===== src/rtl/boundary_fd_first_derivative_macros.svh =====
// ----------------------------------------------------------------------------
// boundary_fd_first_derivative assertion macros
// Shared concurrent assertion forms for the boundary derivative block.
// ----------------------------------------------------------------------------
`ifndef BOUNDARY_FD_FIRST_DERIVATIVE_MACROS_SVH
`define BOUNDARY_FD_FIRST_DERIVATIVE_MACROS_SVH

// same-cycle implication, reset masks the check
`define BFD_ASSERT_NOW(label, clk, rst_n, ante, cons) \
    label: assert property (@(posedge clk) disable iff (!rst_n) (ante) |-> (cons)) \
        else $error("bfd assertion failed");

// next-cycle implication, reset masks the check
`define BFD_ASSERT_NEXT(label, clk, rst_n, ante, cons) \
    label: assert property (@(posedge clk) disable iff (!rst_n) (ante) |=> (cons)) \
        else $error("bfd assertion failed");

`endif


===== src/rtl/bfd_pkg.sv =====
// ----------------------------------------------------------------------------
// bfd_pkg
// Widths, stencil codes, weight table and pipeline control types.
// ----------------------------------------------------------------------------
package bfd_pkg;

    // sample format
    localparam int SAMPLE_BITS = 32;
    localparam int FRAC_BITS   = 16;
    localparam int SCALE_BITS  = 32;
    localparam int DIST_BITS   = 10;

    // stencil geometry
    localparam int N_TAPS      = 9;
    localparam int GROUP_SIZE  = 3;
    localparam int GROUPS      = N_TAPS / GROUP_SIZE;
    localparam int WEIGHT_BITS = 7;

    // weighted sum bound is 128 * 2^(SAMPLE_BITS-1)
    localparam int SUM_BITS    = SAMPLE_BITS + 8;
    localparam int MAG_BITS    = SUM_BITS - 1;
    localparam int LO_BITS     = (MAG_BITS + 1) / 2;
    localparam int HI_BITS     = MAG_BITS - LO_BITS;
    localparam int PROD_BITS   = MAG_BITS + SCALE_BITS;
    localparam int RND_BITS    = PROD_BITS - FRAC_BITS;

    // pipeline depth from accept to result register
    localparam int STAGES      = 7;

    // tap positions
    localparam int TAP_M4 = 0;
    localparam int TAP_M3 = 1;
    localparam int TAP_M2 = 2;
    localparam int TAP_M1 = 3;
    localparam int TAP_C  = 4;
    localparam int TAP_P1 = 5;
    localparam int TAP_P2 = 6;
    localparam int TAP_P3 = 7;
    localparam int TAP_P4 = 8;

    // saturation limits
    localparam logic [SAMPLE_BITS-1:0] SAT_MAX = {1'b0, {(SAMPLE_BITS-1){1'b1}}};
    localparam logic [SAMPLE_BITS-1:0] SAT_MIN = {1'b1, {(SAMPLE_BITS-1){1'b0}}};

    typedef enum logic [2:0] {
        ST_CENTERED   = 3'd0,
        ST_FORWARD    = 3'd1,
        ST_BACKWARD   = 3'd2,
        ST_FWD_BIASED = 3'd3,
        ST_BWD_BIASED = 3'd4,
        ST_FALLBACK   = 3'd5
    } stencil_t;

    typedef logic signed [WEIGHT_BITS-1:0] weight_row_t [N_TAPS];
    typedef logic signed [SUM_BITS-1:0]    term_array_t [N_TAPS];

    typedef struct packed {
        logic en_s2;
        logic en_s3;
    } merge_ctl_t;

    typedef struct packed {
        logic en_s4;
        logic en_s5;
        logic en_s6;
        logic en_s7;
    } scale_ctl_t;

    // stencil choice, first match wins
    function automatic stencil_t pick_stencil(logic [DIST_BITS-1:0] lo,
                                              logic [DIST_BITS-1:0] hi);
        stencil_t sel;
        if (lo >= DIST_BITS'(2) && hi >= DIST_BITS'(2)) begin
            sel = ST_CENTERED;
        end else if (lo < DIST_BITS'(1) && hi >= DIST_BITS'(4)) begin
            sel = ST_FORWARD;
        end else if (hi < DIST_BITS'(1) && lo >= DIST_BITS'(4)) begin
            sel = ST_BACKWARD;
        end else if (lo >= DIST_BITS'(1) && hi >= DIST_BITS'(3)) begin
            sel = ST_FWD_BIASED;
        end else if (hi >= DIST_BITS'(1) && lo >= DIST_BITS'(3)) begin
            sel = ST_BWD_BIASED;
        end else begin
            sel = ST_FALLBACK;
        end
        return sel;
    endfunction

    // integer weights over 12 for each stencil
    function automatic weight_row_t stencil_row(stencil_t sel);
        weight_row_t row;
        for (int i = 0; i < N_TAPS; i++) begin
            row[i] = '0;
        end
        unique case (sel)
            ST_CENTERED: begin
                row[TAP_M2] = WEIGHT_BITS'(1);
                row[TAP_M1] = WEIGHT_BITS'(-8);
                row[TAP_P1] = WEIGHT_BITS'(8);
                row[TAP_P2] = WEIGHT_BITS'(-1);
            end
            ST_FORWARD: begin
                row[TAP_C]  = WEIGHT_BITS'(-25);
                row[TAP_P1] = WEIGHT_BITS'(48);
                row[TAP_P2] = WEIGHT_BITS'(-36);
                row[TAP_P3] = WEIGHT_BITS'(16);
                row[TAP_P4] = WEIGHT_BITS'(-3);
            end
            ST_BACKWARD: begin
                row[TAP_M4] = WEIGHT_BITS'(3);
                row[TAP_M3] = WEIGHT_BITS'(-16);
                row[TAP_M2] = WEIGHT_BITS'(36);
                row[TAP_M1] = WEIGHT_BITS'(-48);
                row[TAP_C]  = WEIGHT_BITS'(25);
            end
            ST_FWD_BIASED: begin
                row[TAP_M1] = WEIGHT_BITS'(-3);
                row[TAP_C]  = WEIGHT_BITS'(-10);
                row[TAP_P1] = WEIGHT_BITS'(18);
                row[TAP_P2] = WEIGHT_BITS'(-6);
                row[TAP_P3] = WEIGHT_BITS'(1);
            end
            ST_BWD_BIASED: begin
                row[TAP_M3] = WEIGHT_BITS'(-1);
                row[TAP_M2] = WEIGHT_BITS'(6);
                row[TAP_M1] = WEIGHT_BITS'(-18);
                row[TAP_C]  = WEIGHT_BITS'(10);
                row[TAP_P1] = WEIGHT_BITS'(3);
            end
            default: begin
                row[TAP_M1] = WEIGHT_BITS'(-6);
                row[TAP_P1] = WEIGHT_BITS'(6);
            end
        endcase
        return row;
    endfunction

endpackage


===== src/rtl/bfd_lane.sv =====
// ----------------------------------------------------------------------------
// bfd_lane
// One tap lane: sample times stencil weight, registered at full sum width.
// ----------------------------------------------------------------------------
module bfd_lane (
    input  logic                                      aclk,
    input  logic                                      en,
    input  logic signed [bfd_pkg::SAMPLE_BITS-1:0]    sample,
    input  logic signed [bfd_pkg::WEIGHT_BITS-1:0]    weight,
    output logic signed [bfd_pkg::SUM_BITS-1:0]       term_reg
);

    logic signed [bfd_pkg::SAMPLE_BITS+bfd_pkg::WEIGHT_BITS-1:0] prod;
    logic signed [bfd_pkg::SUM_BITS-1:0]                         term_next;

    // small signed product, sign-extended to the sum width
    always_comb begin
        prod      = sample * weight;
        term_next = bfd_pkg::SUM_BITS'(prod);
    end

    // lane register
    always_ff @(posedge aclk) begin
        if (en) begin
            term_reg <= term_next;
        end
    end

endmodule


===== config.mk =====
export PLATFORM = sky130hd
export DESIGN_NAME = bfd_lane
export DESIGN_NICKNAME = d
export VERILOG_FILES = /design/src/rtl/boundary_fd_first_derivative_macros.svh /design/src/rtl/bfd_pkg.sv /design/src/rtl/bfd_lane.sv
export SDC_FILE = /design/constraint.sdc
export NUM_CORES = 1
export LEC_CHECK = 0
export BUFFER_PORTS_ARGS = -buffer_cell sky130_fd_sc_hd__buf_2
export CORE_MARGIN = 8
export CORE_UTILIZATION = 30
export DETAILED_ROUTE_END_ITERATION = 8
export GPL_TIMING_DRIVEN = 0
export PLACE_DENSITY = 0.51
export SLEW_MARGIN = 20
export SYNTH_ARGS = -nofsm -noshare
export SYNTH_HDL_FRONTEND = slang
export SYNTH_SLANG_ARGS = --single-unit

===== constraint.sdc =====
create_clock -name aclk -period 7.9 [get_ports aclk]
set_input_delay 0.79 -clock aclk [delete_from_list [all_inputs] [get_ports aclk]]
set_output_delay 0.79 -clock aclk [all_outputs]
set_load 0.03 [all_outputs]

==> impl_results.md <==
* Share of cells above drive strength 1 at 9.71%
* Post-CTS Setup Bufs at 0
* Worst Setup Slack post-DPL at 1.78 ns
* Largest register FFs at 39
* Max IR drop VDD at 0.000124 V
* Register area at 1170 um^2
* CP max FO at 10
* Remaining Overflow, GRT at 0
* Synth-to-layout area growth at 11.4%
* Max Buffers Root-to-Sink at 2
* Site Rows at 63
* Hold Crit Class: in2reg
* Synth Flop Type: edfxtp_1
* Post-Route Setup TNS at 0 ns
* Fillers at 3,109
* Syn Area/Cell at 9.41 um^2
* WP data arrival at 5.89 ns
* DRT Wirelength at 23,900 um
* Unique masters post-synth at 48
* Die Area at 36,000 um^2
* Fin cells at 1,444
* Critical path class: in2reg
* Drt pass-1 iters at 6
* Final Cycle Share at 74.2%
* Max-Cap Viols at 0
* Antenna violations before repair at 6
* Most frequent cells in the layout: inv_1, and2_1, fa_1, buf_2, ha_1
* Slew headroom at 41.7%
* DRC at 0
* Vias per cell at 4.51
* Number of global-route vias before repair at 7,145
* Root Buffer: clkbuf_16
* Nets at 1,333
* Synth Cell Area at 9060 um^2
* Final hold violations at 0
* Commonest non-fill, non-tap cell in the layout: inv_1
* Hold_buf cts at 0
* Die Ht at 190 um
* Clk slew on worst S/H paths at 0.05 ns
* Fmax at 171 MHz
* RSZ-0062 raised after global routing: false
* Antenna-violating nets left at 0
* First-pass GRT wire length at 39,400 um
* CP endpoint kind: flop
* Status: finished, final reports clean
* Io pins at 81
* Initial Util at 30.5%
* Largest net degree at the start of global routing at 40
* DR WL/cell at 16.5 um
* Routability-driven placement congestion ratio at 0.833
* Total power per unit cell area at 343 nW/um^2
* Total core area at 29,700 um^2
* Dpl hpwl at 20,500 um
* Horiz. Die Dim at 190 um
* Register bit total from synthesis at 39
* CTS tree: done
* Final setup fails at 0
* Final Power at 3460 uW
* Cells on Worst Hold Path at 2
* Placed Instances at 1,433
* Area of the multi-input gates at 7020 um^2
* Final min period at 5.86 ns
* Worst EP required at 7.93 ns
* Synth Instances at 963
* CTS sink cnt at 39
* CP startpoint kind: primary input
* Final WS setup at 2.04 ns
* H-tree levels at 2
* Post-synth ARST share at 0%
* Leak at 0.00489 uW
* Initial DRC Count at 256
* CTS-repair resized insts at 0
* Pins Over Slew Limit at 0
* Worst-Margin Slew at 0.875 ns
* I/O Buffers at 80
* Via count at 6,511
* Number of synthesized flops with an enable pin at 39
* Syn_nets at 1,246
* Yosys warns at 0
* Sequential element share of the synthesized area at 12.9%
* Cts bufs inserted at 5
* GRT Overall Usage at 13.6%
==> Yosys cell counts (2+ instances only) <==
| cell type | count | share of area (%) |
|---|---|---|
| ha_1 | 78 | 11 |
| and3_1 | 3 | 0.21 |
| o2bb2ai_1 | 2 | 0.19 |
| a21o_2 | 2 | 0.19 |
| buf_2 | 2 | 0.11 |
| nor2b_1 | 3 | 0.21 |
| nand4_1 | 6 | 0.41 |
| a31oi_1 | 4 | 0.28 |
| o211ai_1 | 2 | 0.17 |
| a211oi_1 | 5 | 0.41 |
| o21bai_1 | 7 | 0.58 |
| a21oi_1 | 40 | 2.2 |
| and2_1 | 176 | 12 |
| or3_1 | 2 | 0.14 |
| fa_1 | 164 | 36 |
| nand3_1 | 6 | 0.33 |
| a21o_1 | 16 | 1.3 |
| nor3_1 | 2 | 0.11 |
| xor2_1 | 9 | 0.87 |
| edfxtp_1 | 39 | 13 |
| xnor2_1 | 32 | 3.1 |
| inv_1 | 195 | 8.1 |
| a21oi_2 | 3 | 0.29 |
| nor2_1 | 43 | 1.8 |
| o21ai_1 | 3 | 0.17 |
| o21a_1 | 3 | 0.25 |
| o21ai_0 | 20 | 1.1 |
| nand2b_1 | 3 | 0.21 |
| clkbuf_1 | 32 | 1.3 |
| a221oi_2 | 2 | 0.33 |
| nand2_1 | 42 | 1.7 |
==> per-stage QoR <==
| stage | util (%) | cell area, um^2 | hold slack (ns) |
|---|---|---|---|
| final | 34.0 | 10100 | 0.914 |
| after global routing | 34.0 | 10100 | 0.923 |
| after CTS | 33.9 | 10100 | 0.902 |
| after detailed placement | 33.5 | 9950 | 1.20 |
| after global placement | 33.5 | 9950 | 1.20 |
| after floorplan | - | 9060 | 0.902 |
==> logic make-up (layout without fill, tap and decap cells) <==
kind of cell    after synthesis  after routing  synth area share, %
simple gates                288            288                 17.5
fa+ha+maj                   242            242                 47.0
buf+inv                     230            318                 9.60
compound gates              123            123                 9.06
xor+xnor                     41             41                 3.96
flops                        39             39                 12.9
other cells                   0              3                    0
==> final timing paths <==
kind / from / slack, ns / end
max: weight[1] / 2.04 / term_reg[35]
min: sample[0] / 0.91 / term_reg[0]
==> critical path: stages <==
cell and delay, ns:
buf_2 0.14, clkbuf_1 0.51, and2_1 0.25, fa_1 0.42, fa_1 0.54, fa_1 0.51, inv_1 0.05, fa_1 0.47
inv_1 0.04, ha_1 0.37, a21oi_1 0.12, o21bai_1 0.15, a21oi_1 0.15, a2111oi_0 0.59, a22oi_2 0.22, o211ai_1 0.27
a31oi_1 0.14, xnor2_1 0.15
==> report_power, final <==
part	internal, uW	leakage (uW)	switching [uW]	total (uW)
registers	445	0.000381	24.1	469
logic	1070	0.00445	1740	2800
clock network	115	0.0000660	73.5	188
total	1630	0.00489	1840	3460
==> metal layers <==
layer,part of all wire [%],vias to the layer above,GRT usage [%]
met5,0.14,-,0
met2,45,115,21.6
met3,3.7,24,1.87
li1,-,3160,-
met1,50,3206,19.3
met4,1.4,6,3.61
==> area by class of cell <==
type / instances / share of cell area [%]
Multi-Input combinational cell: 694 / 69.6
Sequential cell: 39 / 11.6
Buffer: 35 / 1.36
Tap cell: 390 / 4.83
Clock inverter: 2 / 0.0744
Clock buffer: 6 / 1.28
Timing Repair Buffer: 80 / 3.97
Antenna cell: 3 / 0.0744
Inverter: 195 / 7.25
Power figures use the tool's default switching activity.
