`src/rtl/boundary_fd_first_derivative_macros.svh`:
```
// ----------------------------------------------------------------------------
// boundary_fd_first_derivative assertion macros
// Shared concurrent assertion forms for the boundary derivative block.
// ----------------------------------------------------------------------------
`ifndef BOUNDARY_FD_FIRST_DERIVATIVE_MACROS_SVH
`define BOUNDARY_FD_FIRST_DERIVATIVE_MACROS_SVH

// same-cycle implication, reset masks the check
`define BFD_ASSERT_NOW(label, clk, rst_n, ante, cons) \
    label: assert property (@(posedge clk) disable iff (!rst_n) (ante) |-> (cons)) \
        else $error("bfd assertion failed");

// next-cycle implication, reset masks the check
`define BFD_ASSERT_NEXT(label, clk, rst_n, ante, cons) \
    label: assert property (@(posedge clk) disable iff (!rst_n) (ante) |=> (cons)) \
        else $error("bfd assertion failed");

`endif

```
`src/rtl/bfd_pkg.sv`:
```
// ----------------------------------------------------------------------------
// bfd_pkg
// Widths, stencil codes, weight table and pipeline control types.
// ----------------------------------------------------------------------------
package bfd_pkg;

    // sample format
    localparam int SAMPLE_BITS = 32;
    localparam int FRAC_BITS   = 16;
    localparam int SCALE_BITS  = 32;
    localparam int DIST_BITS   = 10;

    // stencil geometry
    localparam int N_TAPS      = 9;
    localparam int GROUP_SIZE  = 3;
    localparam int GROUPS      = N_TAPS / GROUP_SIZE;
    localparam int WEIGHT_BITS = 7;

    // weighted sum bound is 128 * 2^(SAMPLE_BITS-1)
    localparam int SUM_BITS    = SAMPLE_BITS + 8;
    localparam int MAG_BITS    = SUM_BITS - 1;
    localparam int LO_BITS     = (MAG_BITS + 1) / 2;
    localparam int HI_BITS     = MAG_BITS - LO_BITS;
    localparam int PROD_BITS   = MAG_BITS + SCALE_BITS;
    localparam int RND_BITS    = PROD_BITS - FRAC_BITS;

    // pipeline depth from accept to result register
    localparam int STAGES      = 7;

    // tap positions
    localparam int TAP_M4 = 0;
    localparam int TAP_M3 = 1;
    localparam int TAP_M2 = 2;
    localparam int TAP_M1 = 3;
    localparam int TAP_C  = 4;
    localparam int TAP_P1 = 5;
    localparam int TAP_P2 = 6;
    localparam int TAP_P3 = 7;
    localparam int TAP_P4 = 8;

    // saturation limits
    localparam logic [SAMPLE_BITS-1:0] SAT_MAX = {1'b0, {(SAMPLE_BITS-1){1'b1}}};
    localparam logic [SAMPLE_BITS-1:0] SAT_MIN = {1'b1, {(SAMPLE_BITS-1){1'b0}}};

    typedef enum logic [2:0] {
        ST_CENTERED   = 3'd0,
        ST_FORWARD    = 3'd1,
        ST_BACKWARD   = 3'd2,
        ST_FWD_BIASED = 3'd3,
        ST_BWD_BIASED = 3'd4,
        ST_FALLBACK   = 3'd5
    } stencil_t;

    typedef logic signed [WEIGHT_BITS-1:0] weight_row_t [N_TAPS];
    typedef logic signed [SUM_BITS-1:0]    term_array_t [N_TAPS];

    typedef struct packed {
        logic en_s2;
        logic en_s3;
    } merge_ctl_t;

    typedef struct packed {
        logic en_s4;
        logic en_s5;
        logic en_s6;
        logic en_s7;
    } scale_ctl_t;

    // stencil choice, first match wins
    function automatic stencil_t pick_stencil(logic [DIST_BITS-1:0] lo,
                                              logic [DIST_BITS-1:0] hi);
        stencil_t sel;
        if (lo >= DIST_BITS'(2) && hi >= DIST_BITS'(2)) begin
            sel = ST_CENTERED;
        end else if (lo < DIST_BITS'(1) && hi >= DIST_BITS'(4)) begin
            sel = ST_FORWARD;
        end else if (hi < DIST_BITS'(1) && lo >= DIST_BITS'(4)) begin
            sel = ST_BACKWARD;
        end else if (lo >= DIST_BITS'(1) && hi >= DIST_BITS'(3)) begin
            sel = ST_FWD_BIASED;
        end else if (hi >= DIST_BITS'(1) && lo >= DIST_BITS'(3)) begin
            sel = ST_BWD_BIASED;
        end else begin
            sel = ST_FALLBACK;
        end
        return sel;
    endfunction

    // integer weights over 12 for each stencil
    function automatic weight_row_t stencil_row(stencil_t sel);
        weight_row_t row;
        for (int i = 0; i < N_TAPS; i++) begin
            row[i] = '0;
        end
        unique case (sel)
            ST_CENTERED: begin
                row[TAP_M2] = WEIGHT_BITS'(1);
                row[TAP_M1] = WEIGHT_BITS'(-8);
                row[TAP_P1] = WEIGHT_BITS'(8);
                row[TAP_P2] = WEIGHT_BITS'(-1);
            end
            ST_FORWARD: begin
                row[TAP_C]  = WEIGHT_BITS'(-25);
                row[TAP_P1] = WEIGHT_BITS'(48);
                row[TAP_P2] = WEIGHT_BITS'(-36);
                row[TAP_P3] = WEIGHT_BITS'(16);
                row[TAP_P4] = WEIGHT_BITS'(-3);
            end
            ST_BACKWARD: begin
                row[TAP_M4] = WEIGHT_BITS'(3);
                row[TAP_M3] = WEIGHT_BITS'(-16);
                row[TAP_M2] = WEIGHT_BITS'(36);
                row[TAP_M1] = WEIGHT_BITS'(-48);
                row[TAP_C]  = WEIGHT_BITS'(25);
            end
            ST_FWD_BIASED: begin
                row[TAP_M1] = WEIGHT_BITS'(-3);
                row[TAP_C]  = WEIGHT_BITS'(-10);
                row[TAP_P1] = WEIGHT_BITS'(18);
                row[TAP_P2] = WEIGHT_BITS'(-6);
                row[TAP_P3] = WEIGHT_BITS'(1);
            end
            ST_BWD_BIASED: begin
                row[TAP_M3] = WEIGHT_BITS'(-1);
                row[TAP_M2] = WEIGHT_BITS'(6);
                row[TAP_M1] = WEIGHT_BITS'(-18);
                row[TAP_C]  = WEIGHT_BITS'(10);
                row[TAP_P1] = WEIGHT_BITS'(3);
            end
            default: begin
                row[TAP_M1] = WEIGHT_BITS'(-6);
                row[TAP_P1] = WEIGHT_BITS'(6);
            end
        endcase
        return row;
    endfunction

endpackage

```
`src/rtl/bfd_scale.sv`:
```
// ----------------------------------------------------------------------------
// bfd_scale
// Sign split, split scale multiply, rounding and saturation of the sum.
// ----------------------------------------------------------------------------
module bfd_scale (
    input  logic                                  aclk,
    input  bfd_pkg::scale_ctl_t                   ctl,
    input  logic signed [bfd_pkg::SUM_BITS-1:0]   sum_in,
    input  logic [bfd_pkg::SCALE_BITS-1:0]        scale_in,
    output logic [bfd_pkg::SAMPLE_BITS-1:0]       derivative_reg,
    output logic                                  saturated_reg
);

    localparam int SB = bfd_pkg::SAMPLE_BITS;

    logic                                               neg_s4_reg;
    logic [bfd_pkg::MAG_BITS-1:0]                       mag_reg;
    logic [bfd_pkg::MAG_BITS-1:0]                       mag_next;
    logic                                               neg_s5_reg;
    logic [bfd_pkg::LO_BITS+bfd_pkg::SCALE_BITS-1:0]    pp_lo_reg;
    logic [bfd_pkg::HI_BITS+bfd_pkg::SCALE_BITS-1:0]    pp_hi_reg;
    logic                                               neg_s6_reg;
    logic [bfd_pkg::RND_BITS-1:0]                       rnd_reg;
    logic [bfd_pkg::PROD_BITS-1:0]                      prod;
    logic [bfd_pkg::PROD_BITS-1:0]                      half;
    logic                                               sat_next;
    logic [SB-1:0]                                      res_next;
    logic [SB-1:0]                                      neg_val;

    // magnitude of the weighted sum
    always_comb begin
        if (sum_in[bfd_pkg::SUM_BITS-1]) begin
            mag_next = bfd_pkg::MAG_BITS'(-sum_in);
        end else begin
            mag_next = bfd_pkg::MAG_BITS'(sum_in);
        end
    end

    // recombine partial products, add half an lsb, drop fraction bits
    always_comb begin
        half = bfd_pkg::PROD_BITS'(1) << (bfd_pkg::FRAC_BITS - 1);
        prod = bfd_pkg::PROD_BITS'(pp_lo_reg)
             + (bfd_pkg::PROD_BITS'(pp_hi_reg) << bfd_pkg::LO_BITS)
             + half;
    end

    // clip to the signed sample range
    always_comb begin
        neg_val = -rnd_reg[SB-1:0];
        if (neg_s6_reg) begin
            sat_next = (|rnd_reg[bfd_pkg::RND_BITS-1:SB])
                    || (rnd_reg[SB-1] && (|rnd_reg[SB-2:0]));
            res_next = sat_next ? bfd_pkg::SAT_MIN : neg_val;
        end else begin
            sat_next = |rnd_reg[bfd_pkg::RND_BITS-1:SB-1];
            res_next = sat_next ? bfd_pkg::SAT_MAX : rnd_reg[SB-1:0];
        end
    end

    always_ff @(posedge aclk) begin
        if (ctl.en_s4) begin
            neg_s4_reg <= sum_in[bfd_pkg::SUM_BITS-1];
            mag_reg    <= mag_next;
        end
        if (ctl.en_s5) begin
            neg_s5_reg <= neg_s4_reg;
            pp_lo_reg  <= mag_reg[bfd_pkg::LO_BITS-1:0] * scale_in;
            pp_hi_reg  <= mag_reg[bfd_pkg::MAG_BITS-1:bfd_pkg::LO_BITS] * scale_in;
        end
        if (ctl.en_s6) begin
            neg_s6_reg <= neg_s5_reg;
            rnd_reg    <= prod[bfd_pkg::PROD_BITS-1:bfd_pkg::FRAC_BITS];
        end
        if (ctl.en_s7) begin
            derivative_reg <= res_next;
            saturated_reg  <= sat_next;
        end
    end

endmodule

```
`config.mk`:
```
export PLATFORM = sky130hd
export DESIGN_NAME = bfd_scale
export DESIGN_NICKNAME = d
export VERILOG_FILES = /design/src/rtl/boundary_fd_first_derivative_macros.svh /design/src/rtl/bfd_pkg.sv /design/src/rtl/bfd_scale.sv
export SDC_FILE = /design/constraint.sdc
export NUM_CORES = 2
export LEC_CHECK = 0
export ABC_CLOCK_PERIOD_IN_PS = 8900
export BUFFER_PORTS_ARGS = -buffer_cell sky130_fd_sc_hd__buf_2
export CORE_MARGIN = 1.5
export CORE_UTILIZATION = 50
export DETAILED_ROUTE_END_ITERATION = 10
export PLACE_DENSITY = 0.73
export SYNTH_ARGS = -nofsm -noshare
export SYNTH_HDL_FRONTEND = slang
export SYNTH_SLANG_ARGS = --single-unit
export TNS_END_PERCENT = 1
```
`constraint.sdc`:
```
create_clock -name aclk -period 8.9 [get_ports aclk]
set_input_delay 2.67 -clock aclk [delete_from_list [all_inputs] [get_ports aclk]]
set_output_delay 2.67 -clock aclk [all_outputs]
set_load 0.005 [all_outputs]
```
==> results.json <==
{
  "core_area_sq_mm": 0.0987,
  "wl_mm": 132,
  "synthArstFlopShare": 0,
  "finish.net_count": 7127,
  "fillers": 8487,
  "worst_setup_path_end_kind": "flip-flop",
  "drive_gt1_frac": 0.116,
  "grt_pass1_vias": 40100,
  "layout_commonest_cell": "inv_1",
  "max_stage_delay_ns": 0.68,
  "outcome": "complete, no violations",
  "syn_nets": 6849,
  "synth_edf_count": 218,
  "yosys.area_share.simple": 0.163,
  "hold_viol": 0,
  "most-common-layout-cells": "inv_1, fa_1, nand2_1",
  "finalSetupViolCount": 0,
  "synth_top_area_share": 0.418,
  "crit_family": "adder cells",
  "synthXorXnorAreaFrac": 0.0314,
  "syn2layout_area_growth_pct": 12.0,
  "clock_skew_ns": 0.0204,
  "start_kind": "input port",
  "clkTransAtPathRegs_ns": 0.07,
  "worstSkewPairLatency_ns": 0.61,
  "die_height_microns": 319,
  "synthAdderAreaFrac": 0.501,
  "crit_path_cell_trace": "buf_2 -> buf_4 -> buf_4 -> and2_1 -> fa_1 -> fa_1 -> inv_1 -> fa_1 -> fa_1 -> inv_1 -> fa_1 -> fa_1 -> ha_1 -> ha_1 -> a21o_1 -> a21oi_1 -> o21ai_0 -> a221o_1 -> a21oi_1 -> o311ai_2 -> a31oi_1 -> a221oi_2",
  "dr.first_iter.drc_count": 2879,
  "ys_types": 72,
  "relSlewSlack": 0.0436,
  "drv_cap": 0,
  "syn_avg_cell_area_sq_um": 9.26,
  "rsz0062_at_grt": "yes",
  "largest_reg_flops": 55,
  "globalRoute.totalOverflow": 0,
  "drc": 0,
  "synth_top_family_by_area": "adder cells",
  "dp_cells": 6924,
  "dr.pass1.iters": 6,
  "yosysTopAreaCell": "fa_1",
  "cts_num_sinks": 218,
  "netlist_area_sq_mm": 0.0500,
  "ys.flop_type": "edfxtp_1",
  "place.gp.congestion": 0.953,
  "finalNonFillerCells": 6984,
  "placed_area_sq_mm": 0.0547,
  "grt_start_max_net_pins": 57,
  "io_pins": 110,
  "max_freq_mhz": 114,
  "min_path_type": "flip-flop to flip-flop",
  "worstPathMaxFanout": 20,
  "ys_seq_area_frac": 0.131,
  "crit_path_top_delay_cell": "fa_1",
  "crit_buf_inv": 5,
  "grt_antenna_before_repair": 2,
  "grt_util_all_layers": 0.264,
  "fin_ws_ns": 0.125,
  "viasPerCell": 5.41,
  "tightest_slew_ns": 1.43,
  "synthCells": 5397,
  "die-area_sq_mm": 0.102,
  "dp_hpwl_mm": 110,
  "num_vias": 37800,
  "synth_seq_cells": 218,
  "synth.area.mux_share": 0.000200,
  "timing.critical_path.mode_cell": "fa_1",
  "arrival_ns": 9.11,
  "synth_compound_area_frac": 0.0632,
  "yosys_warnings": 0,
  "ff2ff_setup_slack_ns": 1.14,
  "dp_slack_ns": -0.721,
  "critPathKind": "input port to flip-flop",
  "die_x_microns": 319,
  "cts_tree": "done",
  "finalMaxSlewViolations": 0,
  "wire_per_inst_microns": 18.9,
  "start_util": 0.506,
  "cts_root_buf": "clkbuf_16",
  "clk_path_buf_depth": 3,
  "grt_pass1_wl_mm": 213,
  "netlist_top_cells_area": "fa_1, edfxtp_1, inv_1",
  "period_share": 0.986,
  "worstPathRequired_ns": 9.24,
  "postLayoutCellArea_sq_mm": 0.0560,
  "cts_buffers": 26,
  "post-route-min-period_ns": 8.77,
  "rows": 115,
  "htree_num_levels": 1,
  "ant_nets": 0,
  "io_buffers": 109
}
[routing by layer]
layer | vias to the layer above | global-route usage | part of all wire
met1 | 19200 | 0.343 | 0.40
met4 | 0 | 0.0904 | 0.039
met2 | 1429 | 0.443 | 0.48
met3 | 279 | 0.0498 | 0.079
met5 | - | 0 | 0
li1 | 16900 | - | -
[synthesized netlist by cell type, drive strengths merged, types with 4 or more instances]
cell type	n
inv	1168
fa	1044
nand2	877
and2	509
ha	331
clkbuf	284
edfxtp	218
xnor2	126
a21oi	125
o21ai	102
a21o	79
nor2	77
xor2	53
nand4	37
nor3	37
nand3	30
o311ai	29
and3	21
o21bai	21
or3	20
o21a	17
nor2b	16
nor4	16
a31oi	14
o31ai	14
nand2b	11
o41ai	11
a221oi	10
buf	10
a211oi	9
o31a	9
or4	8
and4	7
or2	7
o211ai	6
o221ai	5
a2111oi	4
[final timing paths]
path | from | end | cells past startpoint
setup reg to reg | mag_reg[8]$_DFFE_PP_ | pp_lo_reg[48]$_DFFE_PP_ | 23
hold reg to reg | neg_s5_reg$_DFFE_PP_ | neg_s6_reg$_DFFE_PP_ | 0
hold / removal | neg_s5_reg$_DFFE_PP_ | neg_s6_reg$_DFFE_PP_ | 0
setup / recovery | scale_in[29] | pp_lo_reg[48]$_DFFE_PP_ | 22
[kinds of logic after synthesis]
family	after synthesis
AOI/OAI and AO/OA	480
xor gates and xnor gates	179
adders and majority gates	1375
buffers and inverters	1462
DFF	218
muxes	1
and+or+nand+nor	1682
[through the flow]
step	hold WS (ns)	utilization	TNS, ns
global placement	0.411	0.554	-14.53
floorplan	0.400	-	-0.00667
CTS	0.396	0.563	-0.0129
global route	0.413	0.567	-0.0672
detailed placement	0.407	0.554	-17.96
finish	0.398	0.567	0
[repair_timing]
action,CTS,global route
pin swaps,3,51
hold buffers,0,0
setup buffers,0,11
resized for setup,5,107
setup endpoints to repair,5,27
[final cells by class]
type                       instances  area, sq um  area share
inverter                        1168         4380      0.0783
sequential                       218         6550       0.117
antenna                            2         5.00   0.0000894
clock buffer                      29          662      0.0118
timing repair buffer             544         4330      0.0774
multi-input combinational       3717        38300       0.683
tap                             1287         1610      0.0288
clock inverter                    19          174     0.00311
[worst register-to-register path: cells and delay by family, from the launching register on]
family / cells / cell delay [ns]
adder cells (fa/ha/maj): 8 / 3.55
buffers and inverters: 5 / 0.65
AND/OR/NAND/NOR: 4 / 0.93
AO/OA/AOI/OAI: 6 / 1.31
flip-flops: 1 / 1.13
Power is not shown: default switching activity piles up to over one toggle a cycle in this logic, so the estimate is an artifact.
