File: src/rtl/boundary_fd_first_derivative_macros.svh
// ----------------------------------------------------------------------------
// boundary_fd_first_derivative assertion macros
// Shared concurrent assertion forms for the boundary derivative block.
// ----------------------------------------------------------------------------
`ifndef BOUNDARY_FD_FIRST_DERIVATIVE_MACROS_SVH
`define BOUNDARY_FD_FIRST_DERIVATIVE_MACROS_SVH

// same-cycle implication, reset masks the check
`define BFD_ASSERT_NOW(label, clk, rst_n, ante, cons) \
    label: assert property (@(posedge clk) disable iff (!rst_n) (ante) |-> (cons)) \
        else $error("bfd assertion failed");

// next-cycle implication, reset masks the check
`define BFD_ASSERT_NEXT(label, clk, rst_n, ante, cons) \
    label: assert property (@(posedge clk) disable iff (!rst_n) (ante) |=> (cons)) \
        else $error("bfd assertion failed");

`endif

File: src/rtl/bfd_pkg.sv
// ----------------------------------------------------------------------------
// bfd_pkg
// Widths, stencil codes, weight table and pipeline control types.
// ----------------------------------------------------------------------------
package bfd_pkg;

    // sample format
    localparam int SAMPLE_BITS = 32;
    localparam int FRAC_BITS   = 16;
    localparam int SCALE_BITS  = 32;
    localparam int DIST_BITS   = 10;

    // stencil geometry
    localparam int N_TAPS      = 9;
    localparam int GROUP_SIZE  = 3;
    localparam int GROUPS      = N_TAPS / GROUP_SIZE;
    localparam int WEIGHT_BITS = 7;

    // weighted sum bound is 128 * 2^(SAMPLE_BITS-1)
    localparam int SUM_BITS    = SAMPLE_BITS + 8;
    localparam int MAG_BITS    = SUM_BITS - 1;
    localparam int LO_BITS     = (MAG_BITS + 1) / 2;
    localparam int HI_BITS     = MAG_BITS - LO_BITS;
    localparam int PROD_BITS   = MAG_BITS + SCALE_BITS;
    localparam int RND_BITS    = PROD_BITS - FRAC_BITS;

    // pipeline depth from accept to result register
    localparam int STAGES      = 7;

    // tap positions
    localparam int TAP_M4 = 0;
    localparam int TAP_M3 = 1;
    localparam int TAP_M2 = 2;
    localparam int TAP_M1 = 3;
    localparam int TAP_C  = 4;
    localparam int TAP_P1 = 5;
    localparam int TAP_P2 = 6;
    localparam int TAP_P3 = 7;
    localparam int TAP_P4 = 8;

    // saturation limits
    localparam logic [SAMPLE_BITS-1:0] SAT_MAX = {1'b0, {(SAMPLE_BITS-1){1'b1}}};
    localparam logic [SAMPLE_BITS-1:0] SAT_MIN = {1'b1, {(SAMPLE_BITS-1){1'b0}}};

    typedef enum logic [2:0] {
        ST_CENTERED   = 3'd0,
        ST_FORWARD    = 3'd1,
        ST_BACKWARD   = 3'd2,
        ST_FWD_BIASED = 3'd3,
        ST_BWD_BIASED = 3'd4,
        ST_FALLBACK   = 3'd5
    } stencil_t;

    typedef logic signed [WEIGHT_BITS-1:0] weight_row_t [N_TAPS];
    typedef logic signed [SUM_BITS-1:0]    term_array_t [N_TAPS];

    typedef struct packed {
        logic en_s2;
        logic en_s3;
    } merge_ctl_t;

    typedef struct packed {
        logic en_s4;
        logic en_s5;
        logic en_s6;
        logic en_s7;
    } scale_ctl_t;

    // stencil choice, first match wins
    function automatic stencil_t pick_stencil(logic [DIST_BITS-1:0] lo,
                                              logic [DIST_BITS-1:0] hi);
        stencil_t sel;
        if (lo >= DIST_BITS'(2) && hi >= DIST_BITS'(2)) begin
            sel = ST_CENTERED;
        end else if (lo < DIST_BITS'(1) && hi >= DIST_BITS'(4)) begin
            sel = ST_FORWARD;
        end else if (hi < DIST_BITS'(1) && lo >= DIST_BITS'(4)) begin
            sel = ST_BACKWARD;
        end else if (lo >= DIST_BITS'(1) && hi >= DIST_BITS'(3)) begin
            sel = ST_FWD_BIASED;
        end else if (hi >= DIST_BITS'(1) && lo >= DIST_BITS'(3)) begin
            sel = ST_BWD_BIASED;
        end else begin
            sel = ST_FALLBACK;
        end
        return sel;
    endfunction

    // integer weights over 12 for each stencil
    function automatic weight_row_t stencil_row(stencil_t sel);
        weight_row_t row;
        for (int i = 0; i < N_TAPS; i++) begin
            row[i] = '0;
        end
        unique case (sel)
            ST_CENTERED: begin
                row[TAP_M2] = WEIGHT_BITS'(1);
                row[TAP_M1] = WEIGHT_BITS'(-8);
                row[TAP_P1] = WEIGHT_BITS'(8);
                row[TAP_P2] = WEIGHT_BITS'(-1);
            end
            ST_FORWARD: begin
                row[TAP_C]  = WEIGHT_BITS'(-25);
                row[TAP_P1] = WEIGHT_BITS'(48);
                row[TAP_P2] = WEIGHT_BITS'(-36);
                row[TAP_P3] = WEIGHT_BITS'(16);
                row[TAP_P4] = WEIGHT_BITS'(-3);
            end
            ST_BACKWARD: begin
                row[TAP_M4] = WEIGHT_BITS'(3);
                row[TAP_M3] = WEIGHT_BITS'(-16);
                row[TAP_M2] = WEIGHT_BITS'(36);
                row[TAP_M1] = WEIGHT_BITS'(-48);
                row[TAP_C]  = WEIGHT_BITS'(25);
            end
            ST_FWD_BIASED: begin
                row[TAP_M1] = WEIGHT_BITS'(-3);
                row[TAP_C]  = WEIGHT_BITS'(-10);
                row[TAP_P1] = WEIGHT_BITS'(18);
                row[TAP_P2] = WEIGHT_BITS'(-6);
                row[TAP_P3] = WEIGHT_BITS'(1);
            end
            ST_BWD_BIASED: begin
                row[TAP_M3] = WEIGHT_BITS'(-1);
                row[TAP_M2] = WEIGHT_BITS'(6);
                row[TAP_M1] = WEIGHT_BITS'(-18);
                row[TAP_C]  = WEIGHT_BITS'(10);
                row[TAP_P1] = WEIGHT_BITS'(3);
            end
            default: begin
                row[TAP_M1] = WEIGHT_BITS'(-6);
                row[TAP_P1] = WEIGHT_BITS'(6);
            end
        endcase
        return row;
    endfunction

endpackage

File: src/rtl/bfd_merge.sv
// ----------------------------------------------------------------------------
// bfd_merge
// Two-level registered adder tree that merges the lane products.
// ----------------------------------------------------------------------------
module bfd_merge (
    input  logic                                  aclk,
    input  bfd_pkg::merge_ctl_t                   ctl,
    input  bfd_pkg::term_array_t                  terms,
    output logic signed [bfd_pkg::SUM_BITS-1:0]   sum_reg
);

    logic signed [bfd_pkg::SUM_BITS-1:0] group_reg  [bfd_pkg::GROUPS];
    logic signed [bfd_pkg::SUM_BITS-1:0] group_next [bfd_pkg::GROUPS];
    logic signed [bfd_pkg::SUM_BITS-1:0] sum_next;

    // first level: partial sums over groups of lanes
    always_comb begin
        for (int g = 0; g < bfd_pkg::GROUPS; g++) begin
            group_next[g] = '0;
            for (int j = 0; j < bfd_pkg::GROUP_SIZE; j++) begin
                group_next[g] = group_next[g] + terms[g*bfd_pkg::GROUP_SIZE + j];
            end
        end
    end

    // second level: total
    always_comb begin
        sum_next = '0;
        for (int g = 0; g < bfd_pkg::GROUPS; g++) begin
            sum_next = sum_next + group_reg[g];
        end
    end

    always_ff @(posedge aclk) begin
        if (ctl.en_s2) begin
            group_reg <= group_next;
        end
        if (ctl.en_s3) begin
            sum_reg <= sum_next;
        end
    end

endmodule

File: config.mk
export PLATFORM = sky130hd
export DESIGN_NAME = bfd_merge
export DESIGN_NICKNAME = d
export VERILOG_FILES = /design/src/rtl/boundary_fd_first_derivative_macros.svh /design/src/rtl/bfd_pkg.sv /design/src/rtl/bfd_merge.sv
export SDC_FILE = /design/constraint.sdc
export NUM_CORES = 1
export LEC_CHECK = 0
export ABC_AREA = 1
export BUFFER_PORTS_ARGS = -buffer_cell sky130_fd_sc_hd__buf_2
export CORE_ASPECT_RATIO = 0.8
export CORE_MARGIN = 4
export CORE_UTILIZATION = 50
export DETAILED_ROUTE_END_ITERATION = 6
export GPL_TIMING_DRIVEN = 0
export PLACE_DENSITY = 0.86
export SKIP_LAST_GASP = 1
export SYNTH_ARGS = -nofsm -noshare
export SYNTH_HDL_FRONTEND = slang
export SYNTH_SLANG_ARGS = --single-unit
File: constraint.sdc
create_clock -name aclk -period 3.5 [get_ports aclk]
set_clock_uncertainty 0.2 [all_clocks]
set_input_delay 0.525 -clock aclk [delete_from_list [all_inputs] [get_ports aclk]]
set_output_delay 0.525 -clock aclk [all_outputs]
set_load 0.02 [all_outputs]
==> out/metrics.yaml, run 1 <==
status:
  status: "finished, final reports clean"
setup_path:
  cp.depth: 14
  r2r_cells: 14
  start_kind: "flop"
  crit_start: "group_reg[1]"
  cpPeakStageDelay_ns: 0.55
  required_ns: 3.47
  crit_slowest_cell: "fa_1"
  worst-setup-path-type: "flop to flop"
  timing.rr.start: "group_reg[1]"
  critPathTopFamily: "adder cells"
  timing.critical_path.mode_cell: "nand2_1"
  cp_num_buf_inv: 2
  critPathArrivalTime_ns: 3.19
  critPathMaxFanout: 4
  path_cells: "fa_1, ha_1, inv_1, fa_1, inv_1, nand3_1, nand3_1, nand2_1, nand3_1, nand2_1, nand2_1, nand2_1, nand3_1, nand2_1"
  endpoint_kind: "flop"
clock_network:
  htreeDepth: 4
  clk_pin_slew_worst_paths_ns: 0.07
  insertion_delay_ns: 0.44
  hold_buffers: 0
  cts_root_buf: "clkbuf_16"
  tritoncts: "yes"
  numCtsBuffers: 17
  cts_setup_buffers: 0
  clock_sinks: 160
  clockBufferDepth: 2
  cts_resized: 0
global_route:
  grt_overflow: 0
  track_usage_pct: 25.8
  antenna_found_initial: 0
  grt_pass1_wl_um: 87100
  grt_max_degree: 79
  grt_pass1_vias: 17300
place:
  hpwl_um: 48500
  place.gp.congestion: 0.980
  placed_cell_area_mm2: 0.0222
  io_buffers: 402
die:
  die_height_um: 185
  start_util_pct: 50.9
  num_io_pins: 403
  rows: 64
  core_area_mm2: 0.0384
  die-area_mm2: 0.0423
  die_x_um: 229
logic_synthesis:
  yosysWarnings: 0
  synth_cell_types: 28
  avgSynthCellArea_um2: 7.20
  syn_nets: 3384
  yosysSeqAreaShare_pct: 24.6
  syn_inst: 2709
  syn_area_mm2: 0.0195
  ys_ff_latch: 160
timing:
  holdWs_ns: 0.370
  finalSetupViolCount: 0
  slew_headroom_pct: 36.0
  fin_crit_sh_pct: 91.9
  final.min_clock_period_ns: 3.22
  report.final.slew_viol_count: 0
  worstMarginPinSlew_ns: 0.960
  max_freq_mhz: 311
  rsz0062_at_grt: "false"
  hold_viol_final: 0
  fin_tns_setup_ns: 0
routing:
  ant_nets: 0
  drt-vias-per-instance: 5.05
  finalWirelength_um: 55700
  wl_per_cell_um: 15.3
  drc: 0
  drtIter0Drc: 1683
  first_pass_iters: 6
  vias: 18400
finish:
  final_common_cell: "nand2_1"
  syn2layout_area_growth_pct: 16.8
  finalInstanceArea_mm2: 0.0228
  largest_reg_flops: 120
  final_cell_mix: "nand2_1 (995), inv_1 (509), buf_2 (401), nor2_1 (222)"
  antenna_cells: 0
  utilization_pct: 59.4
  fin_nets: 3806
  drive_gt1_share_pct: 15.4
hold_path:
  holdCritPathClass: "primary input to flop"
  hold_depth: 3
  hold_start: "terms[321]"
pwr:
  p_per_area_mw_per_mm2: 754
  leakagePower_nw: 12.3
  vdd_drop_max_uv: 579
run:
  cap_violations: 0
[cells by family (layout without fill, tap and decap cells)]
kind of cell / count (synthesis) / count (layout) / share of synthesized area (%)
fa+ha+maj: 312 / 312 / 26.2
compound gates: 202 / 202 / 5.37
simple gates: 1422 / 1422 / 29.6
xor+xnor: 96 / 96 / 4.31
flops: 160 / 160 / 24.6
buf+inv: 517 / 952 / 9.95
[power breakdown]
group          internal, mW  total, mW  switching, mW
registers              3.32       3.71          0.389
clock network          1.15       1.97          0.828
logic                  3.89       11.5           7.62
total                  8.36       17.2           8.83
[synthesized netlist by cell type]
library cell | n | area (um2)
nand3_1 | 99 | 495
a31oi_1 | 15 | 93.8
nand3b_1 | 8 | 60.1
inv_2 | 8 | 30.0
edfxtp_1 | 160 | 4800
fa_1 | 160 | 3200
nand2_2 | 9 | 56.3
nor3_1 | 42 | 210
ha_1 | 152 | 1900
o21bai_1 | 4 | 30.0
nor2_2 | 9 | 56.3
or2_4 | 1 | 8.76
nand2b_1 | 8 | 50.1
a21boi_0 | 2 | 15.0
a21oi_1 | 121 | 606
nand3_2 | 16 | 160
and2_1 | 3 | 18.8
inv_1 | 509 | 1910
and2_4 | 3 | 26.3
a21o_1 | 1 | 7.51
or2_1 | 3 | 18.8
nand4_1 | 1 | 6.26
nor2_1 | 222 | 833
nor2_4 | 3 | 33.8
nand2_1 | 995 | 3730
xnor2_1 | 25 | 219
o21ai_0 | 59 | 295
xor2_1 | 71 | 622
[per-layer routing]
| layer | part of all wire [%] | up-vias | global-route usage (%) | wire (um) |
|---|---|---|---|---|
| met2 | 45 | 772 | 41.6 | 24800 |
| met4 | 2.9 | 0 | 6.96 | 1590 |
| met5 | 0 | - | 0 | 0 |
| met3 | 8.3 | 79 | 3.86 | 4600 |
| met1 | 44 | 8272 | 36.8 | 24700 |
| li1 | - | 9237 | - | - |
[through the flow]
step | total power [mW] | setup WS, ns | instances
detailed placement | 14.9 | -0.0633 | 3607
finish | 17.2 | 0.284 | 3639
global placement | 14.6 | 0.0154 | 3606
CTS | 17.0 | 0.317 | 3639
global route | 18.6 | 0.125 | 3639
floorplan | 11.5 | 0.574 | 2709
[worst register-to-register path: stages (launching register included)]
cell      delay, ns
edfxtp_1       0.41
fa_1           0.56
ha_1           0.20
inv_1          0.07
fa_1           0.49
inv_1          0.12
nand3_1        0.08
nand3_1        0.20
nand2_1        0.08
nand3_1        0.11
nand2_1        0.07
nand2_1        0.11
nand2_1        0.09
nand3_1        0.07
nand2_1        0.10
[path summary, 6_finish.rpt]
path	end	slack, ns
setup / recovery	sum_reg[33]	0.28
hold / removal	group_reg[81]	0.37
setup reg to reg	sum_reg[33]	0.28
hold reg to reg	sum_reg[1]	0.54
[area by class of cell]
cell class,instances,area (um2)
clock buffer,17,425
clock inverter,15,199
tap,495,619
sequential,160,4800
inverter,517,1940
timing repair buffer,403,2040
fill,3543,15600
multi-input combinational,2032,12800
(Power assumes the default switching activity.)
==> run 2: changes to the inputs <==
--- a/config.mk
+++ b/config.mk
@@ -9,10 +9,10 @@
 export BUFFER_PORTS_ARGS = -buffer_cell sky130_fd_sc_hd__buf_2
 export CORE_ASPECT_RATIO = 0.8
 export CORE_MARGIN = 4
-export CORE_UTILIZATION = 50
+export CORE_UTILIZATION = 55
 export DETAILED_ROUTE_END_ITERATION = 6
 export GPL_TIMING_DRIVEN = 0
-export PLACE_DENSITY = 0.86
+export PLACE_DENSITY = 0.92
 export SKIP_LAST_GASP = 1
 export SYNTH_ARGS = -nofsm -noshare
 export SYNTH_HDL_FRONTEND = slang
==> out/metrics.yaml, run 2 (synthesis gave the netlist of run 1 again) <==
finish:
  fin_nets: 3806  # unchanged
  final_cell_mix: "nand2_1 (995), inv_1 (509), buf_2 (401), nor2_1 (222)"
  syn2layout_area_growth_pct: 16.8  # about the same
  final_cells: 3616  # -0.63%
  fillerInstances: 3056  # -14%
  final_common_cell: "nand2_1"
  antenna_cells: 0  # unchanged
  drive_gt1_share_pct: 15.4  # unchanged
  largest_reg_flops: 120  # unchanged
clock_network:
  hold_buffers: 0  # unchanged
  clockBufferDepth: 2  # unchanged
  clock_sinks: 160  # unchanged
  htreeDepth: 4  # unchanged
  numCtsBuffers: 17  # unchanged
  cts_setup_buffers: 0  # unchanged
  clk_pin_slew_worst_paths_ns: 0.07  # about the same
  cts_resized: 0  # unchanged
  cts_root_buf: "clkbuf_16"
  tritoncts: "yes"
  insertion_delay_ns: 0.44  # about the same
global_route:
  grt_pass1_vias: 17700  # +2.0%
  antenna_found_initial: 1  # +1
  grt_overflow: 0  # unchanged
  track_usage_pct: 29.0  # +3.1 points
  grt_max_degree: 81  # +2.5%
  grt_pass1_wl_um: 88700  # +1.8%
timing:
  max_freq_mhz: 309  # -0.72%
  finalSetupViolCount: 0  # unchanged
  fin_crit_sh_pct: 92.6  # +0.66 points
  slew_headroom_pct: 37.8  # +1.8 points
  fin_tns_setup_ns: 0  # unchanged
  final.min_clock_period_ns: 3.24  # +0.0232 ns
  rsz0062_at_grt: "false"
  worstMarginPinSlew_ns: 0.933  # -0.0272 ns
  holdWs_ns: 0.357  # -0.0131 ns
  report.final.slew_viol_count: 0  # unchanged
  hold_viol_final: 0  # unchanged
routing:
  vias: 18500  # +0.54%
  drt-vias-per-instance: 5.10  # +1.2%
  wl_per_cell_um: 15.5  # +1.0%
  drtIter0Drc: 1629  # -3.2%
  ant_nets: 0  # unchanged
  finalWirelength_um: 55900  # +0.39%
  first_pass_iters: 7  # +1
  drc: 2  # +2
die:
  die_height_um: 176  # -4.5%
  core_area_mm2: 0.0349  # -9.1%
  die-area_mm2: 0.0386  # -8.7%
  rows: 61  # -4.7%
  num_io_pins: 403  # unchanged
  start_util_pct: 55.9  # +5.1 points
  die_x_um: 219  # -4.5%
pwr:
  p_switching_mw: 8.75  # -0.98%
  vdd_drop_max_uv: 625  # +8.0%
  pwr-share-seq_pct: 21.8  # +0.2 points
  p_per_area_mw_per_mm2: 757  # +0.30%
  leakagePower_nw: 12.3  # +0.13%
  p_int_mw: 8.50  # +1.7%
  pwr-share-clk_pct: 11.9  # +0.4 points
  switching_share_pct: 50.7  # -0.66 points
  combPwrFrac_pct: 66.3  # -0.6 points
setup_path:
  timing.rr.start: "group_reg[41]"
  r2r_slack_ns: 0.26  # -0.02 ns
  critPathArrivalTime_ns: 3.22  # +0.03 ns
  crit_start: "group_reg[41]"
  endpoint_kind: "flop"
  r2r_end: "sum_reg[33]"
  critPathMaxFanout: 4  # unchanged
  crit_path_end: "sum_reg[33]"
  start_kind: "flop"
  required_ns: 3.48  # about the same
  r2r_cells: 14  # unchanged
  worst-setup-path-type: "flop to flop"
place:
  hpwl_um: 48400  # -0.25%
  placed_cells_incl_taps: 3584  # -0.64%
  io_buffers: 402  # unchanged
  place.gp.congestion: 1.01  # +2.6%
run:
  cap_violations: 0  # unchanged
status:
  violations: "DRC"
  status: "complete, but fails checks"
hold_path:
  holdCritPathClass: "primary input to flop"
run 2: worst min path at each step:
stage	from	to	slack, ns	cells after the start
6_report	terms[321]	group_reg[81]	0.36	3
5_1_grt	terms[321]	group_reg[81]	0.38	3
4_1_cts	terms[321]	group_reg[81]	0.36	3
3_5_place_dp	group_reg[81]	sum_reg[1]	0.54	2
3_3_place_gp	group_reg[81]	sum_reg[1]	0.52	2
2_1_floorplan	ctl[1]	group_reg[0]	0.44	0
run 2: final cells by class:
type | instances | area [um2] | area share [%]
Inverter | 517 | 1940 | 8.51
Timing Repair Buffer | 403 | 2040 | 8.96
Clock buffer | 17 | 425 | 1.87
Multi-Input combinational cell | 2032 | 12800 | 56.0
Sequential cell | 160 | 4800 | 21.1
Tap cell | 472 | 591 | 2.59
Clock inverter | 15 | 229 | 1.00
run 2: worst max-delay path: stages (launching register included):
cell and delay (ns):
edfxtp_1 0.44, fa_1 0.54, ha_1 0.22, inv_1 0.08, fa_1 0.48, inv_1 0.13, nand3_1 0.09, nand3_1 0.19
nand2_1 0.07, nand3_1 0.11, nand2_1 0.07, nand2_1 0.11, nand2_1 0.08, nand3_1 0.07, nand2_1 0.09
run 2: metrics by stage:
| stage | util (%) | instance area, um2 | total power [mW] | setup slack (ns) |
|---|---|---|---|---|
| 3_3_place_gp | 63.4 | 22100 | 14.5 | 0.0240 |
| 5_1_grt | 65.4 | 22800 | 18.7 | 0.0441 |
| 4_1_cts | 65.4 | 22800 | 17.0 | 0.282 |
| 3_5_place_dp | 63.5 | 22100 | 14.8 | 0.00900 |
| 6_report | 65.4 | 22800 | 17.2 | 0.261 |
| 2_1_floorplan | - | 19500 | 11.5 | 0.574 |
run 2: metal layers:
layer,part of all wire [%],GRT usage [%]
met1,42,40.4
met2,46,47.2
met3,8.6,4.51
met4,3.2,8.50
met5,0.027,0
run 2: power groups by stage:
stage	Combinational, mW	Clock (mW)	Sequential, mW
after floorplan	7.55	0	3.91
after global placement	10.8	0	3.77
after detailed placement	11.0	0	3.79
after CTS	11.2	2.07	3.76
after global routing	12.7	2.17	3.80
final	11.4	2.06	3.75
==> run 3: changes to the inputs <==
--- a/config.mk
+++ b/config.mk
@@ -8,11 +8,11 @@
 export ABC_AREA = 1
 export BUFFER_PORTS_ARGS = -buffer_cell sky130_fd_sc_hd__buf_2
 export CORE_ASPECT_RATIO = 0.8
-export CORE_MARGIN = 4
-export CORE_UTILIZATION = 55
+export CORE_MARGIN = 8
+export CORE_UTILIZATION = 52
 export DETAILED_ROUTE_END_ITERATION = 6
 export GPL_TIMING_DRIVEN = 0
-export PLACE_DENSITY = 0.92
+export PLACE_DENSITY = 0.91
 export SKIP_LAST_GASP = 1
 export SYNTH_ARGS = -nofsm -noshare
 export SYNTH_HDL_FRONTEND = slang
==> constraint.sdc (replaced) <==
create_clock -name aclk -period 2.8 [get_ports aclk]
set_clock_uncertainty 0.2 [all_clocks]
set_input_delay 0.42 -clock aclk [delete_from_list [all_inputs] [get_ports aclk]]
set_output_delay 0.42 -clock aclk [all_outputs]
set_load 0.02 [all_outputs]
==> out/metrics.yaml, run 3 (synthesis gave the netlist of run 1 again) <==
clock_network:
  clock_sinks: 160  # unchanged
  cts_root_buf: "clkbuf_16"
  numCtsBuffers: 17  # unchanged
  insertion_delay_ns: 0.44  # about the same
  htreeDepth: 4  # unchanged
  tritoncts: "yes"
  clk_pin_slew_worst_paths_ns: 0.06  # about the same
  clockBufferDepth: 2  # unchanged
pwr:
  p_switching_mw: 12.1  # +38%
  combPwrFrac_pct: 70.2  # +3.9 points
  p_per_area_mw_per_mm2: 1010  # +33%
  pwr-share-clk_pct: 10.2  # -1.7 points
  vdd_drop_max_uv: 1080  # +73%
  pwr-share-seq_pct: 19.6  # -2.2 points
  switching_share_pct: 51.0  # +0.33 points
  leakagePower_nw: 12.4  # +0.88%
  p_int_mw: 11.6  # +36%
  finalPower_mw: 23.6  # +37%
finish:
  drive_gt1_share_pct: 19.0  # +3.6 points
  multiInputGateArea_mm2: 0.0133  # +4.1%
  antenna_cells: 0  # unchanged
  final_cell_mix: "nand2_1 (967), inv_1 (504), buf_2 (401), nor2_1 (210), edfxtp_1 (160)"
  regArea_mm2: 0.00480  # unchanged
  syn2layout_area_growth_pct: 20.0
  final_common_cell: "nand2_1"
  fillerInstances: 3264  # +6.8%
  fin_nets: 3820  # +0.37%
  largest_reg_flops: 120  # unchanged
setup_path:
  start_kind: "flop"
  timing.rr.start: "group_reg[41]"
  critPathArrivalTime_ns: 2.84  # -0.38 ns
  worst-setup-path-type: "flop to flop"
  endpoint_kind: "flop"
  r2r_cells: 11  # -3
  r2r_end: "sum_reg[13]"
  required_ns: 2.77  # -0.71 ns
  crit_path_end: "sum_reg[13]"
  r2r_slack_ns: -0.08  # -0.34 ns
  critPathMaxFanout: 3  # -1
  crit_start: "group_reg[41]"
timing:
  fin_crit_sh_pct: 103  # +10 points
  setup_ws_ns: -0.0795  # -0.340 ns
  holdWs_ns: 0.287  # -0.0697 ns
  slew_headroom_pct: 34.5  # -3.4 points
  final.min_clock_period_ns: 2.88  # -0.360 ns
  hold_viol_final: 0  # unchanged
  worstMarginPinSlew_ns: 0.983  # +0.0506 ns
  report.final.slew_viol_count: 0  # unchanged
  max_freq_mhz: 347  # +12%
  rsz0062_at_grt: "true"
  finalSetupViolCount: 4  # +4
routing:
  drtIter0Drc: 1819  # +12%
  first_pass_iters: 6  # -1
  drt-vias-per-instance: 5.16  # +1.0%
  finalWirelength_um: 58700  # +5.0%
  ant_nets: 0  # unchanged
  vias: 18800  # +1.8%
  wl_per_cell_um: 16.1  # +4.2%
  drc: 0  # -2
hold_path:
  holdCritPathClass: "primary input to flop"
  hold_depth: 3  # unchanged
place:
  hpwl_um: 49600  # +2.4%
  preCtsSetupSlack_ns: -0.663  # -0.672 ns
  place.gp.congestion: 0.976  # -2.9%
  io_buffers: 402  # unchanged
die:
  die_height_um: 189  # +7.3%
  die-area_mm2: 0.0440  # +14%
  core_area_mm2: 0.0370  # +6.2%
  num_io_pins: 403  # unchanged
  start_util_pct: 52.7  # -3.3 points
  rows: 63  # +3.3%
  die_x_um: 233  # +6.4%
run:
  cap_violations: 0  # unchanged
global_route:
  grt_max_degree: 79  # -2.5%
  grt_pass1_vias: 17700  # +0.13%
  grt_overflow: 0  # unchanged
  grt_pass1_wl_um: 90000  # +1.5%
  track_usage_pct: 25.6  # -3.4 points
  antenna_found_initial: 0  # -1
status:
  violations: "setup timing"
  status: "complete, but fails checks"
## run 3: critical path, stage by stage (launching register included)
cell and delay (ns):
edfxtp_1 0.44, fa_1 0.54, ha_2 0.19, inv_2 0.04
fa_2 0.37, inv_2 0.11, nand3_4 0.09, nand3_4 0.09
buf_4 0.11, buf_4 0.10, a31oi_1 0.13, xnor2_1 0.19
## run 3: routing by layer
| metal | global-route usage [%] | vias up | part of all wire (%) | wire [um] |
|---|---|---|---|---|
| met2 | 41.1 | 852 | 46 | 27000 |
| met3 | 3.72 | 100 | 8.7 | 5090 |
| met1 | 35.5 | 8576 | 42 | 24800 |
| li1 | - | 9266 | - | - |
| met5 | 0 | - | 0 | 0 |
| met4 | 7.88 | 0 | 3.2 | 1870 |
## run 3: final cells by class
cell class | instances | share of cell area (%)
timing repair buffer | 417 | 9.23
clock buffer | 17 | 1.82
tap | 487 | 2.60
multi-input combinational | 2032 | 56.8
inverter | 517 | 8.29
sequential | 160 | 20.5
clock inverter | 15 | 0.770
## run 3: repair_timing
item,in CTS,in global routing
setup endpoints to repair,31,40
hold buffers,0,0
pin swaps,4,20
buffers inserted,5,9
resized for setup,20,103
## run 3: stage by stage
stage / util (%) / TNS, ns / std cells / area (um2)
2_1_floorplan: - / 0 / 2709 / 19500
3_3_place_gp: 59.8 / -40.96 / 3598 / 22100
3_5_place_dp: 59.8 / -22.88 / 3599 / 22200
4_1_cts: 61.8 / -0.0167 / 3636 / 22900
5_1_grt: 63.2 / -0.995 / 3645 / 23400
6_report: 63.2 / -0.106 / 3645 / 23400
## run 3: how the worst min path moves through the flow
stage	startpoint	endpoint
2_1_floorplan	ctl[1]	group_reg[0]
3_3_place_gp	group_reg[81]	sum_reg[1]
3_5_place_dp	group_reg[81]	sum_reg[1]
4_1_cts	terms[201]	group_reg[41]
5_1_grt	terms[201]	group_reg[41]
6_report	terms[201]	group_reg[41]
## run 3: power groups by stage
| stage | registers, mW | clock network (mW) | logic, mW |
|---|---|---|---|
| floorplan | 4.89 | 0 | 9.44 |
| global placement | 4.63 | 0 | 13.6 |
| detailed placement | 4.66 | 0 | 14.0 |
| CTS | 4.62 | 2.43 | 14.5 |
| global route | 4.70 | 2.51 | 18.2 |
| finish | 4.62 | 2.41 | 16.6 |
